## config.mk

```make
export PLATFORM = sky130hd
export DESIGN_NAME = tlca_ctrl_flat
export DESIGN_NICKNAME = d
export VERILOG_FILES = /design/src/rtl/core/tlca_pkg.sv /design/src/rtl/core/tlca_if.sv /design/src/rtl/core/tlca_ctrl.sv /design/src/flat_wrapper.sv
export SDC_FILE = /design/constraint.sdc
export NUM_CORES = 1
export LEC_CHECK = 0
export BUFFER_PORTS_ARGS = -buffer_cell sky130_fd_sc_hd__buf_2
export CAP_MARGIN = 20
export CORE_ASPECT_RATIO = 0.6
export CORE_MARGIN = 2
export CORE_UTILIZATION = 51
export CTS_CLUSTER_DIAMETER = 150
export DETAILED_ROUTE_END_ITERATION = 6
export GPL_TIMING_DRIVEN = 0
export PLACE_DENSITY = 0.75
export SETUP_SLACK_MARGIN = 0.05
export SYNTH_ARGS = -nofsm -noshare
export SYNTH_HDL_FRONTEND = slang
export SYNTH_SLANG_ARGS = --single-unit
```

## constraint.sdc

```tcl
create_clock -name clk_i -period 4.5 [get_ports clk_i]
set_clock_uncertainty 0.05 [all_clocks]
set_input_delay 0.45 -clock clk_i [delete_from_list [all_inputs] [get_ports clk_i]]
set_output_delay 0.45 -clock clk_i [all_outputs]
set_load 0.02 [all_outputs]
```

## src/rtl/core/tlca_pkg.sv

```systemverilog
// ----------------------------------------------------------------------------
// tlca_pkg
// Shared types and constants for the lowest common ancestor block.
// ----------------------------------------------------------------------------
package tlca_pkg;

  localparam int MaxNodes = 1024;
  localparam int NodeW    = $clog2(MaxNodes);
  // wide enough to hold the node count itself
  localparam int CntW     = NodeW + 1;

  typedef logic [NodeW-1:0] node_t;
  typedef logic [CntW-1:0]  cnt_t;

  localparam logic ReqLink  = 1'b0;
  localparam logic ReqQuery = 1'b1;

  // one table entry: link valid flag and parent index
  typedef struct packed {
    logic  valid;
    node_t parent;
  } entry_t;

  // lane 0 follows the first node, lane 1 the second
  typedef struct packed {
    logic             we;
    node_t            waddr;
    entry_t           wdata;
    node_t [1:0]      raddr;
  } ram_req_t;

  typedef struct packed {
    entry_t [1:0] rd;
  } ram_rsp_t;

  typedef struct packed {
    logic  valid;
    node_t ancestor;
    logic  status;
  } fin_t;

endpackage

```

## src/rtl/core/tlca_if.sv

```systemverilog
// ----------------------------------------------------------------------------
// tlca_if
// Request and result channels of the lowest common ancestor block.
// ----------------------------------------------------------------------------
interface tlca_req_if;
  import tlca_pkg::*;

  logic  valid;
  logic  ready;
  logic  req_type;
  node_t node_a;
  node_t node_b;

  modport source (output valid, output req_type, output node_a, output node_b,
                  input ready);
  modport sink   (input valid, input req_type, input node_a, input node_b,
                  output ready);
endinterface


```

## src/rtl/core/tlca_ctrl.sv

```systemverilog
// ----------------------------------------------------------------------------
// tlca_ctrl
// Sequencer: table clearing, link writes, depth walks and the climb.
// ----------------------------------------------------------------------------
module tlca_ctrl (
  input  logic               clk_i,
  input  logic               rst_ni,
  input  tlca_pkg::cnt_t     node_count_i,
  tlca_req_if.sink           req_i,
  output tlca_pkg::ram_req_t ram_req_o,
  input  tlca_pkg::ram_rsp_t ram_rsp_i,
  output tlca_pkg::fin_t     fin_o,
  input  logic               out_free_i
);
  import tlca_pkg::*;

  localparam logic [2:0] StClear  = 3'd0;
  localparam logic [2:0] StIdle   = 3'd1;
  localparam logic [2:0] StWalk   = 3'd2;
  localparam logic [2:0] StClimb  = 3'd3;
  localparam logic [2:0] StFinish = 3'd4;

  localparam cnt_t  MaxCount = cnt_t'(MaxNodes);
  localparam node_t LastNode = node_t'(MaxNodes - 1);

  logic [2:0]  state_q, state_d;
  node_t       clr_q, clr_d;
  node_t [1:0] x_q, x_d;
  node_t [1:0] orig_q, orig_d;
  cnt_t  [1:0] dep_q, dep_d;
  logic  [1:0] done_q, done_d;
  logic        fail_q, fail_d;
  node_t       ans_q, ans_d;

  cnt_t        live;
  logic  [1:0] lane_done;
  logic  [1:0] lane_fail;
  logic  [1:0] lane_move;

  // count zero acts as one, anything above the table size is clamped
  always_comb begin
    live = node_count_i;
    if (node_count_i == '0) begin
      live = cnt_t'(1);
    end else if (node_count_i > MaxCount) begin
      live = MaxCount;
    end
  end

  assign lane_move[0] = dep_q[0] >= dep_q[1];
  assign lane_move[1] = dep_q[1] >= dep_q[0];

  always_comb begin
    state_d   = state_q;
    clr_d     = clr_q;
    x_d       = x_q;
    orig_d    = orig_q;
    dep_d     = dep_q;
    done_d    = done_q;
    fail_d    = fail_q;
    ans_d     = ans_q;
    lane_done = done_q;
    lane_fail = '0;

    ram_req_o.we    = 1'b0;
    ram_req_o.waddr = req_i.node_a;
    ram_req_o.wdata = '{valid: 1'b1, parent: req_i.node_b};
    ram_req_o.raddr = x_q;

    req_i.ready    = 1'b0;
    fin_o.valid    = 1'b0;
    fin_o.ancestor = ans_q;
    fin_o.status   = fail_q;

    unique case (state_q)
      StClear: begin
        ram_req_o.we    = 1'b1;
        ram_req_o.waddr = clr_q;
        ram_req_o.wdata = '0;
        clr_d           = clr_q + 1'b1;
        if (clr_q == LastNode) begin
          state_d = StIdle;
        end
      end
      StIdle: begin
        req_i.ready = 1'b1;
        if (req_i.valid) begin
          // every child index fits the table, so a link is always stored
          if (req_i.req_type == ReqLink) begin
            ram_req_o.we = 1'b1;
          end else begin
            orig_d          = {req_i.node_b, req_i.node_a};
            x_d             = {req_i.node_b, req_i.node_a};
            ram_req_o.raddr = {req_i.node_b, req_i.node_a};
            dep_d           = '0;
            done_d          = '0;
            state_d         = StWalk;
          end
        end
      end
      StWalk: begin
        // read data holds the entry of the lane's current node
        for (int i = 0; i < 2; i++) begin
          if (!done_q[i]) begin
            if (x_q[i] == '0) begin
              lane_done[i] = 1'b1;
            end else if (cnt_t'(x_q[i]) >= live || !ram_rsp_i.rd[i].valid ||
                         dep_q[i] >= live) begin
              lane_fail[i] = 1'b1;
            end else begin
              x_d[i]             = ram_rsp_i.rd[i].parent;
              dep_d[i]           = dep_q[i] + 1'b1;
              ram_req_o.raddr[i] = ram_rsp_i.rd[i].parent;
            end
          end
        end
        done_d = lane_done;
        if (|lane_fail) begin
          fail_d  = 1'b1;
          ans_d   = '0;
          state_d = StFinish;
        end else if (&lane_done) begin
          // restart both lanes from the queried nodes
          x_d             = orig_q;
          ram_req_o.raddr = orig_q;
          state_d         = StClimb;
        end
      end
      StClimb: begin
        if (x_q[0] == x_q[1]) begin
          ans_d   = x_q[0];
          fail_d  = 1'b0;
          state_d = StFinish;
        end else begin
          // deeper lane moves alone, equal depths move together
          for (int i = 0; i < 2; i++) begin
            if (lane_move[i]) begin
              x_d[i]             = ram_rsp_i.rd[i].parent;
              dep_d[i]           = dep_q[i] - 1'b1;
              ram_req_o.raddr[i] = ram_rsp_i.rd[i].parent;
            end
          end
        end
      end
      StFinish: begin
        fin_o.valid = 1'b1;
        if (out_free_i) begin
          state_d = StIdle;
        end
      end
      default: begin
        state_d = StIdle;
      end
    endcase
  end

  always_ff @(posedge clk_i or negedge rst_ni) begin
    if (!rst_ni) begin
      state_q <= StClear;
      clr_q   <= '0;
      done_q  <= '0;
    end else begin
      state_q <= state_d;
      clr_q   <= clr_d;
      done_q  <= done_d;
    end
  end

  always_ff @(posedge clk_i) begin
    x_q    <= x_d;
    orig_q <= orig_d;
    dep_q  <= dep_d;
    fail_q <= fail_d;
    ans_q  <= ans_d;
  end

endmodule
```

## src/flat_wrapper.sv

```systemverilog
// flat-port wrapper written by rule: the top's interface ports become plain ports
module tlca_ctrl_flat import tlca_pkg::*;
  (clk_i, rst_ni, node_count_i, ram_req_o, ram_rsp_i, fin_o, out_free_i, req_i_valid, req_i_req_type, req_i_node_a, req_i_node_b, req_i_ready);
  tlca_req_if req_i_i ();
  input  logic clk_i;
  input  logic rst_ni;
  input  tlca_pkg::cnt_t node_count_i;
  output tlca_pkg::ram_req_t ram_req_o;
  input  tlca_pkg::ram_rsp_t ram_rsp_i;
  output tlca_pkg::fin_t fin_o;
  input  logic out_free_i;
  input wire logic [$bits(req_i_i.valid)-1:0] req_i_valid;
  input wire logic [$bits(req_i_i.req_type)-1:0] req_i_req_type;
  input wire logic [$bits(req_i_i.node_a)-1:0] req_i_node_a;
  input wire logic [$bits(req_i_i.node_b)-1:0] req_i_node_b;
  output wire logic [$bits(req_i_i.ready)-1:0] req_i_ready;
  assign req_i_i.valid = req_i_valid;
  assign req_i_i.req_type = req_i_req_type;
  assign req_i_i.node_a = req_i_node_a;
  assign req_i_i.node_b = req_i_node_b;
  assign req_i_ready = req_i_i.ready;
  tlca_ctrl u_core (.clk_i(clk_i), .rst_ni(rst_ni), .node_count_i(node_count_i), .req_i(req_i_i), .ram_req_o(ram_req_o), .ram_rsp_i(ram_rsp_i), .fin_o(fin_o), .out_free_i(out_free_i));
endmodule
```

-- After elaboration in Yosys (flattened, before gate mapping)
Cells that the tools add are included.
- ROM bits: 0
- word-level logic and storage cells: 131
- memories: 0
- flip-flop bits (word level): 88
- RAM bits: 0
- latch bits: 0
- input bits: 58
- add/sub/neg operators: 5
- order comparisons: 7
- multiply operators: 0
- reduce and logical (&&, ||, !) cells: 21
- bitwise operators: 0
- shift-type cells: 0
- multiplexer cells: 65
- div/mod/pow operators: 0
- equal/unequal tests: 22
- operator list (operator ; count):
    $mux W11 ; 10
    $mux W10 ; 10
    $mux W20 ; 5
    $mux W22 ; 3
    $pmux W22 S3 ; 1
    $pmux W20 S3 ; 1
    $ge A11 B11 Y1 ; 4
    $add A11 B1 Y11 const B ; 2
    $ge A10 B11 Y1 ; 2
    $sub A11 B1 Y11 const B ; 2
    $mux W21 ; 1
    $mux W3 ; 7
    $logic_not A10 Y1 ; 2
    $mux W1 ; 20
    $ne A2 B2 Y1 const B ; 10
    $pmux W10 S2 ; 1
    $reduce_and A8 Y1 ; 2
    $pmux W3 S5 ; 1
    $gt A11 B11 Y1 const B ; 1
    $logic_not A11 Y1 ; 1
    $add A10 B1 Y10 const B ; 1
    $eq A10 B10 Y1 ; 1
    $eq A10 B10 Y1 const B ; 1
    $ne A2 B1 Y1 const B ; 5
    16 further kinds ; 26

-- Depth between registers and ports, before layout
Gate-level depths: netlist of the first run.
- word-level depth: 13
- depth in mapped cells: 12
- depth with buffers taken out: 12

-- Worst setup path after synthesis of the first run
OpenSTA, ideal clock, no wires.
- path type: input -> output
- from: in node_count_i[10]
- to: out ram_req_o[0] (netlist bit)
- data required time: 4.000 ns
- data arrival time: 3.009 ns
- stages on the path: 11
- slack: 0.991 ns
- path buffers: 1
- path through: inv_1 -> clkbuf_1 -> nand2_1 -> ha_1 -> a211oi_1 -> o21ai_0 -> a211oi_1 -> o21ai_1 -> o211ai_1 -> a21oi_1 -> a221oi_1
- RTL lines (what ; RTL line ; text):
    from (decl) ; flat_wrapper.sv:7 ; input tlca_pkg::cnt_t node_count_i;
    to (decl) ; flat_wrapper.sv:8 ; output tlca_pkg::ram_req_t ram_req_o;

==> results by group, run 1 <==
Floorplan
  – Ports: 113
  – Area inside the core boundary: 0.0129 mm2
  – Horizontal die dimension: 153 um
  – Initial Utilization: 52.5%
  – Rows: 32
  – Vert. Die Dim: ~93 um
  – Floorplan die area: 0.0143 mm2

Worst setup path
  – CP top delay family: compound AO/OA/AOI/OAI gates
  – Worst-path maximum fanout: 11
  – Sort of element at the start of the critical path: input pin
  – Register-to-Register Setup Slack: 0.59 ns
  – Reg2Reg Capture Point: u_core.dep_q[20]
  – Buf+Inv Stages, Crit Path: 5
  – Depth of the most critical reg-to-reg path: 12
  – Worst path cell trace: buf_2 -> inv_1 -> clkbuf_2 -> nand2_1 -> ha_1 -> a21oi_1 -> o21ai_0 -> a211oi_1 -> o21a_1 -> clkbuf_1 -> nand3_1 -> a221oi_1 -> o211ai_1 -> buf_2
  – Cell with the largest stage delay on the worst path: clkbuf_1
  – Crit-path most repeated cell: buf_2
  – Total stage count of the critical path: 14
  – Critical path arrival: 3.65 ns
  – Worst Setup EP: ram_req_o[9]
  – Reg2Reg Launch Point: u_core.state_q[1]
  – Category of the critical setup timing path: in -> out
  – Worst setup EP type: primary output
  – Origin of the worst setup path: node_count_i[10]
  – Data required, critical path: 4.00 ns
  – Crit path largest cell delay: 0.42 ns

Layout
  – Antenna diode count: 0
  – Fraction of final layout cells sized beyond drive strength 1: 20.1%
  – Area growth from synthesis to layout: 16.3%
  – Number of nets in the final layout: approximately 1000
  – Layout Cells excl Fill: 1042

Logic synthesis
  – Yosys Warn Count: 0
  – Synthesized-area fraction occupied by and/or/nand/nor cells: between 10% and 20%
  – Number of enable-type register cells in the synthesized netlist: 53
  – Most instantiated cells after synthesis: ha_1, o21ai_0, a21oi_1, nor2_1, edfxtp_1
  – Synth Instances: 741
  – Sequential-to-total area share from yosys stat: 34.9%
  – Commonest register cell after synthesis: edfxtp_1
  – Cell type contributing the most total cell area after synthesis: edfxtp_1
  – Post-synth design cell area: 0.00678 mm2
  – Cell with the most instances after synthesis: ha_1
  – Area fraction of the dominant cell type after synthesis: 23.5%
  – Compound-cell area share of the yosys netlist: roughly a quarter
  – Net Count, Synth: between 800 and 900
  – Leading post-synthesis cells by cell area: edfxtp_1, ha_1, dfxtp_1
  – Synth Area per Inst: about 9.2 um2
  – Area share of xor/xnor cells in the synthesized design: 4.00%
  – Post-synthesis mux area share: 1.97%
  – Fraction of registers with async set/reset: 17.0%
  – Flop and latch count out of synthesis: 88
  – Main combinational cell family by area after synthesis: compound AO/OA/AOI/OAI gates
  – Arithmetic-cell share of the synthesized area counting full adders, half adders and majority gates: roughly 14%
  – Distinct cell type count of the synthesized netlist: 70

Timing
  – Tmin final: 4.15 ns
  – Number of setup violations in the final report: 0
  – Fmax: 241 MHz
  – Post-route setup TNS: 0 ns
  – Share of the clock period used by the worst path after layout: between 90 and 100%
  – Number of max-slew violations in the final report: 0
  – Setup repair after global routing missed its margin: true
  – Final Hold Violating Endpoints: 0
  – Slew at the pin closest to its max-slew limit: 0.916 ns
  – Max_slew headroom: 38.9%
  – Worst path setup slack after routing: 0.351 ns

Place
  – Detailed-placement wirelength estimate: ~16 mm
  – Final Wtd Congestion: roughly 0.9
  – Total of buffers placed on input and output ports: 112
  – Placed cells: between 1000 and 1500
  – Post-Place Worst Slack: about 0.15 ns

Drt
  – WL/cell: approximately 20 um
  – Remaining antenna violation count: 0
  – Count of unresolved DRC violations after routing: 0
  – Average vias per placed instance: 6.16
  – Routed vias: 6419
  – Routed wire length: between 20 and 25 mm
  – 1st-pass router iterations: 5
  – DRC violation total after the first TritonRoute iteration: about 690

Clocking
  – # Post-CTS Setup Buffers: 0
  – Num CTS Buffers: 9
  – TritonCTS clock tree: built
  – TritonCTS Sinks: 88
  – Clock latency reported for the late side of the worst-skew pair: 0.35 ns
  – Clock Tree Root: clkbuf_16
  – Number of levels in the clock H-tree: 3
  – Buffer levels on the longest clock path: 2
  – Clock-pin slew on the worst setup and hold paths: 0.06 ns

Global route
  – Grt met1 use: a little under half
  – Initial antenna violation count: 0
  – Wire length of the first global-routing pass: 32.4 mm
  – Vias in the first global route: approximately 6000
  – Largest net degree at the start of global routing: 30
  – Met3 track utilization from global routing: 5.98%
  – Met2 global-route usage: 41.3%
  – Most used routing layer in global routing: met1
  – Overflow left after global routing: 0
  – Overall global routing resource usage: a little under 30%

Run status
  – Run status: finished clean

Min path
  – Worst min-delay path class: in -> reg

Job
  – Max-cap check violation count: 0
worst min-delay path by stage:
stage,slack (ns),start,end,cells after the start
finish,0.26,req_i_node_b[1],u_core.orig_q[11],1
global route,0.25,req_i_node_b[1],u_core.orig_q[11],1
global placement,0.33,rst_ni,u_core.clr_q[6],1
detailed placement,0.34,rst_ni,u_core.clr_q[6],1
floorplan,0.10,rst_ni,u_core.clr_q[0],0
CTS,0.25,req_i_node_b[1],u_core.orig_q[11],1
repair_timing:
action / in CTS / in global routing
resized for setup: 0 / 5
hold endpoints to repair: 15 / 0
endpoints found under the setup margin: 0 / 12
hold buffers: 1 / 0
per-stage QoR:
| stage | hold slack [ns] | util, % | instance area [um2] |
|---|---|---|---|
| after global placement | 0.335 | 58.4 | 7560 |
| after floorplan | 0.104 | - | 6780 |
| after CTS | 0.247 | 60.8 | 7870 |
| after detailed placement | 0.338 | 58.4 | 7560 |
| after global routing | 0.249 | 61.0 | 7890 |
| final | 0.258 | 61.0 | 7890 |
logic make-up after synthesis:
logic type | count (synthesis)
fa+ha+maj | 74
xor+xnor | 31
simple gates | 223
flops | 88
buf+inv | 74
mux | 12
compound gates | 239
layer usage:
layer	vias to the layer above	routed length, um	part of all wire (%)
met4	0	201	0.97
met2	358	8290	40
met5	-	0	0
met1	2966	9930	48
li1	3066	-	-
met3	29	2350	11
sequential cells by signal, summed over array words and instances (netlist names):
name	cells
u_core.done_q	2
u_core.clr_q	10
u_core.ans_q	10
u_core.x_q	20
u_core.state_q	3
u_core.orig_q	20
u_core.fail_q	1
u_core.dep_q	22
placed cells by master (no fill, tap or decap), types with 10 or more instances in the layout:
master    Yosys  layout
dfrtp_1      15      15
nor2_1       58      57
nand3_1      19      19
buf_2         7     119
a211oi_1     13      13
nor3_1       24      24
a221oi_1     14      14
xnor2_1      14      14
nand2b_1     10      10
a31oi_1      13      13
xor2_1       17      17
a21oi_1      58      57
or3_1        11      11
clkbuf_1     24      24
mux2_2       11      11
edfxtp_1     53      53
o21ai_0      61      61
o21a_1       10      10
inv_1        38      37
nand2_1      26      26
dfxtp_1      20      20
and3_1       21      21
nor2b_1      18      18
ha_1         72      72
a21o_1       17      17
layout make-up:
class | instances | area (um2)
clock inverters | 5 | 55.1
flip-flops and latches | 88 | 2370
inverters | 38 | 146
multi-input cells | 579 | 4100
fillers | 1114 | 5040
repair buffers | 115 | 586
clock buffers | 11 | 243
well taps | 170 | 213
plain buffers | 36 | 180
Power of run 1 is left out: the tool's default activity adds up to more than one toggle a clock period on the data nets, which glitch-free logic cannot reach.
==> run 2, diff against run 1 <==
- ABC_AREA: unset -> 1
==> results by group, run 2 <==
Run status
  – Run status: finished clean (unchanged)

Floorplan
  – Floorplan die area: 0.0148 mm2 (was 0.0143 mm2)
  – Ports: 113 (unchanged)
  – Area inside the core boundary: 0.0136 mm2 (was 0.0129 mm2)
  – Initial Utilization: 51.9% (was 52.5%)
  – Vert. Die Dim: 95.0 um (was 93.3 um)
  – Rows: 33 (was 32)
  – Horizontal die dimension: 156 um (was 153 um)

Place
  – Placed cells: 1221 (was 1023)
  – Total of buffers placed on input and output ports: 111 (was 112)
  – Detailed-placement wirelength estimate: 17.2 mm (was 15.7 mm)
  – Final Wtd Congestion: 0.969 (was 0.922)

Timing
  – Number of setup violations in the final report: 0 (unchanged)
  – Fmax: 245 MHz (was 241 MHz)
  – Number of max-slew violations in the final report: 0 (unchanged)
  – Final Hold Violating Endpoints: 0 (unchanged)
  – Slew at the pin closest to its max-slew limit: 0.797 ns (was 0.916 ns)
  – Share of the clock period used by the worst path after layout: 90.8% (was 92.2%)
  – Post-route setup TNS: 0 ns (unchanged)
  – Max_slew headroom: 46.8% (was 38.9%)
  – Tmin final: 4.09 ns (was 4.15 ns)
  – Setup repair after global routing missed its margin: false (was true)

Clocking
  – Num CTS Buffers: 9 (unchanged)
  – Clock-pin slew on the worst setup and hold paths: 0.07 ns (was 0.06 ns)
  – Clock Tree Root: clkbuf_16 (unchanged)
  – Number of levels in the clock H-tree: 3 (unchanged)
  – # Post-CTS Setup Buffers: 0 (unchanged)
  – Clock latency reported for the late side of the worst-skew pair: 0.35 ns (about the same)
  – Resized cells post-CTS: 0 (unchanged)
  – TritonCTS clock tree: built (unchanged)
  – TritonCTS Sinks: 88 (unchanged)
  – Buffer levels on the longest clock path: 2 (unchanged)

Worst setup path
  – Sort of element at the start of the critical path: flip-flop (was input pin)
  – Worst setup EP type: flip-flop (was primary output)
  – Buf+Inv Stages, Crit Path: 6 (was 5)
  – Data required, critical path: 4.57 ns (was 4.00 ns)
  – Cell with the largest stage delay on the worst path: nor2_4 (was clkbuf_1)
  – Category of the critical setup timing path: reg -> reg (was in -> out)
  – Critical path arrival: 4.15 ns (was 3.65 ns)
  – Worst path cell trace: nor2_4 -> inv_2 -> nor2_4 -> inv_2 -> buf_2 -> fa_1 -> inv_1 -> nand3_1 -> nand2_1 -> inv_1 -> o21a_1 -> o21ai_1 -> nand2_1 -> nand2_1 -> a21oi_1 -> or2_0 -> inv_1 -> nor2_1 (was buf_2 -> inv_1 -> clkbuf_2 -> nand2_1 -> ha_1 -> a21oi_1 -> o21ai_0 -> a211oi_1 -> o21a_1 -> clkbuf_1 -> nand3_1 -> a221oi_1 -> o211ai_1 -> buf_2)
  – Worst-path maximum fanout: 25 (was 11)
  – Crit path largest cell delay: 0.65 ns (was 0.42 ns)
  – CP top delay family: simple AND/OR/NAND/NOR gates (was compound AO/OA/AOI/OAI gates)

Drt
  – WL/cell: 17.6 um (was 19.9 um)
  – DRC violation total after the first TritonRoute iteration: 719 (was 685)
  – 1st-pass router iterations: 5 (unchanged)
  – Routed wire length: 21.8 mm (was 20.8 mm)
  – Routed vias: 7002 (was 6419)
  – Average vias per placed instance: 5.65 (was 6.16)
  – Count of unresolved DRC violations after routing: 0 (unchanged)
  – Remaining antenna violation count: 0 (unchanged)

Logic synthesis
  – Flop and latch count out of synthesis: 88 (unchanged)
  – Area fraction of the dominant cell type after synthesis: 22.6% (was 23.5%)
  – Synth Instances: 932 (was 741)
  – Cell type contributing the most total cell area after synthesis: edfxtp_1 (unchanged)
  – Net Count, Synth: 1064 (was 873)
  – Post-synth design cell area: 0.00705 mm2 (was 0.00678 mm2)
  – Distinct cell type count of the synthesized netlist: 51 (was 70)
  – Synth Area per Inst: 7.56 um2 (was 9.16 um2)
  – Sequential-to-total area share from yosys stat: 33.6% (was 34.9%)
  – Leading post-synthesis cells by cell area: edfxtp_1, ha_1, nand2_1 (was edfxtp_1, ha_1, dfxtp_1)
  – Number of enable-type register cells in the synthesized netlist: 53 (unchanged)
  – Yosys Warn Count: 0 (unchanged)
  – Cell with the most instances after synthesis: nand2_1 (was ha_1)
  – Most instantiated cells after synthesis: nand2_1, inv_1, nor2_1 (was ha_1, o21ai_0, a21oi_1, nor2_1, edfxtp_1)
  – Fraction of registers with async set/reset: 17.0% (unchanged)
  – Commonest register cell after synthesis: edfxtp_1 (unchanged)

Global route
  – Overall global routing resource usage: 29.1% (was 29.0%)
  – Vias in the first global route: 5948 (was 5942)
  – Overflow left after global routing: 0 (unchanged)
  – Initial antenna violation count: 1 (was 0)
  – Largest net degree at the start of global routing: 26 (was 30)
  – Wire length of the first global-routing pass: 32.6 mm (was 32.4 mm)

Layout
  – Registers with the most flip-flops: u_core.dep_q x22, u_core.orig_q x20, u_core.x_q x20 (unchanged)
  – Number of flip-flops in the largest register: 22 (unchanged)
  – Most common cell after layout, fill and taps aside: nand2_1 (was buf_2)
  – Largest Register: u_core.dep_q (unchanged)
  – Final core utilization: 60.2% (was 61.0%)
  – Number of nets in the final layout: 1191 (was 999)
  – Fraction of final layout cells sized beyond drive strength 1: 18.7% (was 20.1%)
  – Area growth from synthesis to layout: 16.0% (was 16.3%)
  – Commonest non-fill, non-tap cells in the layout: nand2_1, buf_2, inv_1, nor2_1, a21oi_1 (was buf_2, ha_1, o21ai_0, nor2_1, a21oi_1)
  – Layout Cells excl Fill: 1239 (was 1042)
  – Antenna diode count: 0 (unchanged)

Power and ir drop
  – Logic pwr share: between 60 and 70%
  – P_sw: 0.00331 W
  – Relative contribution of the clock network to total power: 12.7%
  – Int Pwr: 0.00292 W
  – Fraction of power consumed by sequential logic: 25.7%
  – Worst ir drop on vdd: 0.475 mV
  – Total power consumption of the routed design: 0.00623 W
  – Switching part of the total power: between 50% and 60%
  – Total power per unit cell area: approximately 760 mW/mm2
  – Static power due to leakage: 3.98 nW

Job
  – Max-cap check violation count: 0 (unchanged)

Min path
  – Worst min-delay path class: in -> reg (unchanged)
==> run 2: power by group through the flow <==
stage | combinational (W) | sequential (W) | clock, W
global route | 0.00426 | 0.00161 | 0.000823
global placement | 0.00364 | 0.00159 | 0
finish | 0.00384 | 0.00160 | 0.000792
detailed placement | 0.00376 | 0.00159 | 0
CTS | 0.00378 | 0.00157 | 0.000797
floorplan | 0.00271 | 0.00144 | 0
==> run 2: final cells by class <==
cell class	instances	area [um2]
well taps	175	219
repair buffers	116	603
fillers	1275	5410
flip-flops and latches	88	2370
inverters	124	470
clock inverters	7	76.3
clock buffers	9	225
plain buffers	22	140
multi-input cells	698	4070
==> run 2: kinds of logic after synthesis <==
| family | count (synthesis) | synth area share [%] |
|---|---|---|
| adder cells (fa/ha/maj) | 74 | 13.4 |
| flip-flops | 88 | 33.6 |
| AND/OR/NAND/NOR | 397 | 25.3 |
| buffers and inverters | 146 | 8.67 |
| XOR/XNOR | 15 | 1.86 |
| AO/OA/AOI/OAI | 212 | 17.3 |
==> run 2: worst paths after layout <==
path / endpoint / cells after the start / start / slack (ns)
worst min register to register: u_core.clr_q[9] / 1 / u_core.clr_q[9] / 0.43
min in group asynchronous: u_core.done_q[0] / 2 / rst_ni / 0.52
max in group asynchronous: u_core.done_q[1] / 2 / rst_ni / 3.57
worst max register to register: u_core.dep_q[21] / 18 / u_core.state_q[2] / 0.41
worst min-delay path: u_core.orig_q[4] / 1 / req_i_node_a[4] / 0.25
worst max-delay path: u_core.dep_q[21] / 18 / u_core.state_q[2] / 0.41
==> run 2: stage by stage <==
step           worst slack [ns]  hold WS, ns  area (um2)
6_report                  0.413        0.253        8170
5_1_grt                   0.187        0.254        8170
4_1_cts                   0.444        0.250        8160
3_5_place_dp              0.442        0.340        7850
3_3_place_gp              0.199        0.341        7820
2_1_floorplan              1.05        0.104        7050
==> run 2: what timing repair did <==
item / 4_1_cts / 5_1_grt
hold buffers: 1 / 0
endpoints found under the hold margin: 15 / 0
setup endpoints to repair: 0 / 0
==> run 2: layer usage <==
metal | up-vias | track usage, % | part of all wire, % | wire [um]
li1 | 3415 | - | - | -
met4 | 0 | 5.43 | 1.3 | 282
met5 | - | 0 | 0 | 0
met3 | 29 | 6.23 | 12 | 2670
met2 | 394 | 38.6 | 37 | 8060
met1 | 3164 | 47.4 | 49 | 10800
Power figures use the tool's default switching activity.
==> run 3, diff against run 2 <==
- BUFFER_PORTS_ARGS: -buffer_cell sky130_fd_sc_hd__buf_2 -> unset
- CTS_CLUSTER_DIAMETER: 150 -> unset
- DONT_BUFFER_PORTS: unset -> 1
- PLACE_DENSITY: 0.75 -> 0.68
- SLEW_MARGIN: unset -> 40
==> results by group, run 3 (synthesized netlist as in run 2, its figures left out) <==
Run status
  – Run status: finished clean (unchanged)

Clocking
  – Resized cells post-CTS: 0 (unchanged)
  – Clock latency reported for the late side of the worst-skew pair: 0.35 ns (about the same)
  – Clock-pin slew on the worst setup and hold paths: 0.07 ns (about the same)
  – Clock Tree Root: clkbuf_16 (unchanged)
  – TritonCTS clock tree: built (unchanged)
  – Number of levels in the clock H-tree: 3 (unchanged)
  – Buffer levels on the longest clock path: 2 (unchanged)
  – TritonCTS Sinks: 88 (unchanged)
  – Num CTS Buffers: 9 (unchanged)

Worst setup path
  – Data required, critical path: 4.56 ns (was 4.57 ns)
  – Cell with the largest stage delay on the worst path: nor2_4 (unchanged)
  – Total stage count of the critical path: 18 (unchanged)
  – Crit path largest cell delay: 0.66 ns (was 0.65 ns)
  – Register-to-Register Setup Slack: 0.41 ns (about the same)
  – Category of the critical setup timing path: reg -> reg (unchanged)
  – Reg2Reg Capture Point: u_core.dep_q[21] (unchanged)
  – Critical path arrival: 4.15 ns (about the same)
  – CP top delay family: simple AND/OR/NAND/NOR gates (unchanged)
  – Depth of the most critical reg-to-reg path: 18 (unchanged)
  – Sort of element at the start of the critical path: flip-flop (unchanged)
  – Reg2Reg Launch Point: u_core.state_q[2] (unchanged)
  – Worst path cell trace: nor2_4 -> inv_2 -> nor2_4 -> inv_2 -> buf_2 -> fa_1 -> inv_1 -> nand3_1 -> nand2_1 -> inv_1 -> o21a_1 -> o21ai_1 -> nand2_1 -> nand2_1 -> a21oi_1 -> or2_0 -> inv_1 -> nor2_1 (unchanged)
  – Worst-path maximum fanout: 25 (unchanged)
  – Worst setup EP type: flip-flop (unchanged)
  – Buf+Inv Stages, Crit Path: 6 (unchanged)

Floorplan
  – Rows: 33 (unchanged)
  – Horizontal die dimension: 156 um (unchanged)
  – Floorplan die area: 0.0148 mm2 (unchanged)
  – Area inside the core boundary: 0.0136 mm2 (unchanged)
  – Initial Utilization: 51.9% (unchanged)
  – Vert. Die Dim: 95.0 um (unchanged)
  – Ports: 113 (unchanged)

Power and ir drop
  – Worst ir drop on vdd: 0.366 mV (was 0.475 mV)
  – Static power due to leakage: 3.53 nW (was 3.98 nW)
  – Total power per unit cell area: 781 mW/mm2 (was 762 mW/mm2)

Drt
  – WL/cell: 18.8 um (was 17.6 um)
  – Routed vias: 6570 (was 7002)
  – Count of unresolved DRC violations after routing: 0 (unchanged)
  – Average vias per placed instance: 5.83 (was 5.65)
  – 1st-pass router iterations: 7 (was 5)
  – Routed wire length: 21.1 mm (was 21.8 mm)
  – Remaining antenna violation count: 0 (unchanged)
  – DRC violation total after the first TritonRoute iteration: 646 (was 719)

Layout
  – Final core utilization: 56.3% (was 60.2%)
  – Fraction of final layout cells sized beyond drive strength 1: 9.36% (was 18.7%)
  – Layout Cells excl Fill: 1126 (was 1239)
  – Number of flip-flops in the largest register: 22 (unchanged)
  – Total of fill cells in the finished design: 1271 (was 1275)
  – Antenna diode count: 0 (unchanged)
  – Area growth from synthesis to layout: 8.61% (was 16.0%)
  – Most common cell after layout, fill and taps aside: nand2_1 (unchanged)
  – Number of nets in the final layout: 1078 (was 1191)
  – Registers with the most flip-flops: u_core.dep_q x22, u_core.orig_q x20, u_core.x_q x20 (unchanged)
  – Commonest non-fill, non-tap cells in the layout: nand2_1, inv_1, nor2_1, a21oi_1, ha_1 (was nand2_1, buf_2, inv_1, nor2_1, a21oi_1)
  – Largest Register: u_core.dep_q (unchanged)

Min path
  – Start point of the worst min-delay path: req_i_node_a[0] (was req_i_node_a[4])
  – Hold Path Depth: 0 (was 1)
  – Worst min-delay path class: in -> reg (unchanged)
  – Terminating pin of the worst hold path: u_core.orig_q[0] (was u_core.orig_q[4])

Global route
  – Largest net degree at the start of global routing: 26 (unchanged)
  – Met2 global-route usage: 37.2% (was 38.6%)
  – Vias in the first global route: 5648 (was 5948)
  – Wire length of the first global-routing pass: 32.3 mm (was 32.6 mm)
  – Overflow left after global routing: 0 (unchanged)
  – Most used routing layer in global routing: met1 (unchanged)
  – Grt met1 use: 46.7% (was 47.4%)
  – Initial antenna violation count: 0 (was 1)
  – Met3 track utilization from global routing: 8.18% (was 6.23%)
  – Overall global routing resource usage: 28.7% (was 29.1%)

Timing
  – Setup repair after global routing missed its margin: false (unchanged)
  – Number of setup violations in the final report: 0 (unchanged)
  – Number of max-slew violations in the final report: 0 (unchanged)
  – Tmin final: 4.09 ns (about the same)
  – Final worst hold slack: 0.141 ns (was 0.253 ns)
  – Fmax: 245 MHz (about the same)
  – Worst path setup slack after routing: 0.410 ns (was 0.413 ns)
  – Share of the clock period used by the worst path after layout: 90.9% (was 90.8%)
  – Max_slew headroom: 44.6% (was 46.8%)
  – Post-route setup TNS: 0 ns (unchanged)
  – Slew at the pin closest to its max-slew limit: 0.829 ns (was 0.797 ns)
  – Final Hold Violating Endpoints: 0 (unchanged)

Place
  – Detailed-placement wirelength estimate: 16.4 mm (was 17.2 mm)
  – Total of buffers placed on input and output ports: 0 (was 111)
  – Final Wtd Congestion: 0.932 (was 0.969)
  – Post-Place Worst Slack: 0.443 ns (was 0.442 ns)
  – Placed cells: 1108 (was 1221)

Job
  – Max-cap check violation count: 0 (unchanged)
-- run 3: worst max-delay path by stage --
stage	start	endpoint	slack, ns
finish	u_core.state_q[2]	u_core.dep_q[21]	0.41
global route	u_core.state_q[2]	u_core.dep_q[21]	0.11
CTS	u_core.state_q[2]	u_core.dep_q[21]	0.43
detailed placement	u_core.state_q[2]	u_core.dep_q[21]	0.44
global placement	node_count_i[3]	u_core.dep_q[8]	0.29
floorplan	node_count_i[3]	u_core.dep_q[0]	1.05
-- run 3: stage by stage --
stage / power [W] / cell area [um2]
floorplan: 0.00416 / 7050
global placement: 0.00496 / 7260
detailed placement: 0.00504 / 7310
CTS: 0.00590 / 7650
global route: 0.00646 / 7650
finish: 0.00598 / 7650
-- run 3: report_power, final --
part           switching, W  internal [W]  total (W)
clock              0.000362      0.000492   0.000855
combinational       0.00246       0.00106    0.00352
sequential         0.000393       0.00121    0.00161
-- run 3: layout make-up --
| class | instances | area, um2 | share of cell area (%) |
|---|---|---|---|
| buffer | 22 | 140 | 1.83 |
| timing repair buffer | 3 | 42.5 | 0.556 |
| clock inverter | 7 | 101 | 1.32 |
| tap | 175 | 219 | 2.86 |
| inverter | 124 | 470 | 6.15 |
| clock buffer | 9 | 225 | 2.94 |
| multi-input combinational | 698 | 4090 | 53.4 |
| sequential | 88 | 2370 | 30.9 |
-- run 3: worst register-to-register path, cell delays in order (launching register included) --
cell,delay (ns)
dfrtp_1,0.47
nor2_4,0.32
inv_2,0.21
nor2_4,0.67
inv_2,0.21
buf_2,0.30
fa_1,0.48
inv_1,0.07
nand3_1,0.06
nand2_1,0.10
inv_1,0.05
o21a_1,0.19
o21ai_1,0.19
nand2_1,0.08
nand2_1,0.06
a21oi_1,0.07
or2_0,0.20
inv_1,0.05
nor2_1,0.03
-- run 3: layer usage --
metal  vias up  part of all wire (%)
li1       3194                     -
met1      3009                    50
met2       350                    38
met3        17                    12
met4         0                  0.68
met5         -                     0
-- run 3: timing repair --
action / 4_1_cts / 5_1_grt
endpoints found under the hold margin: 15 / 4
hold buffers: 1 / 1
setup buffers: 0 / 0
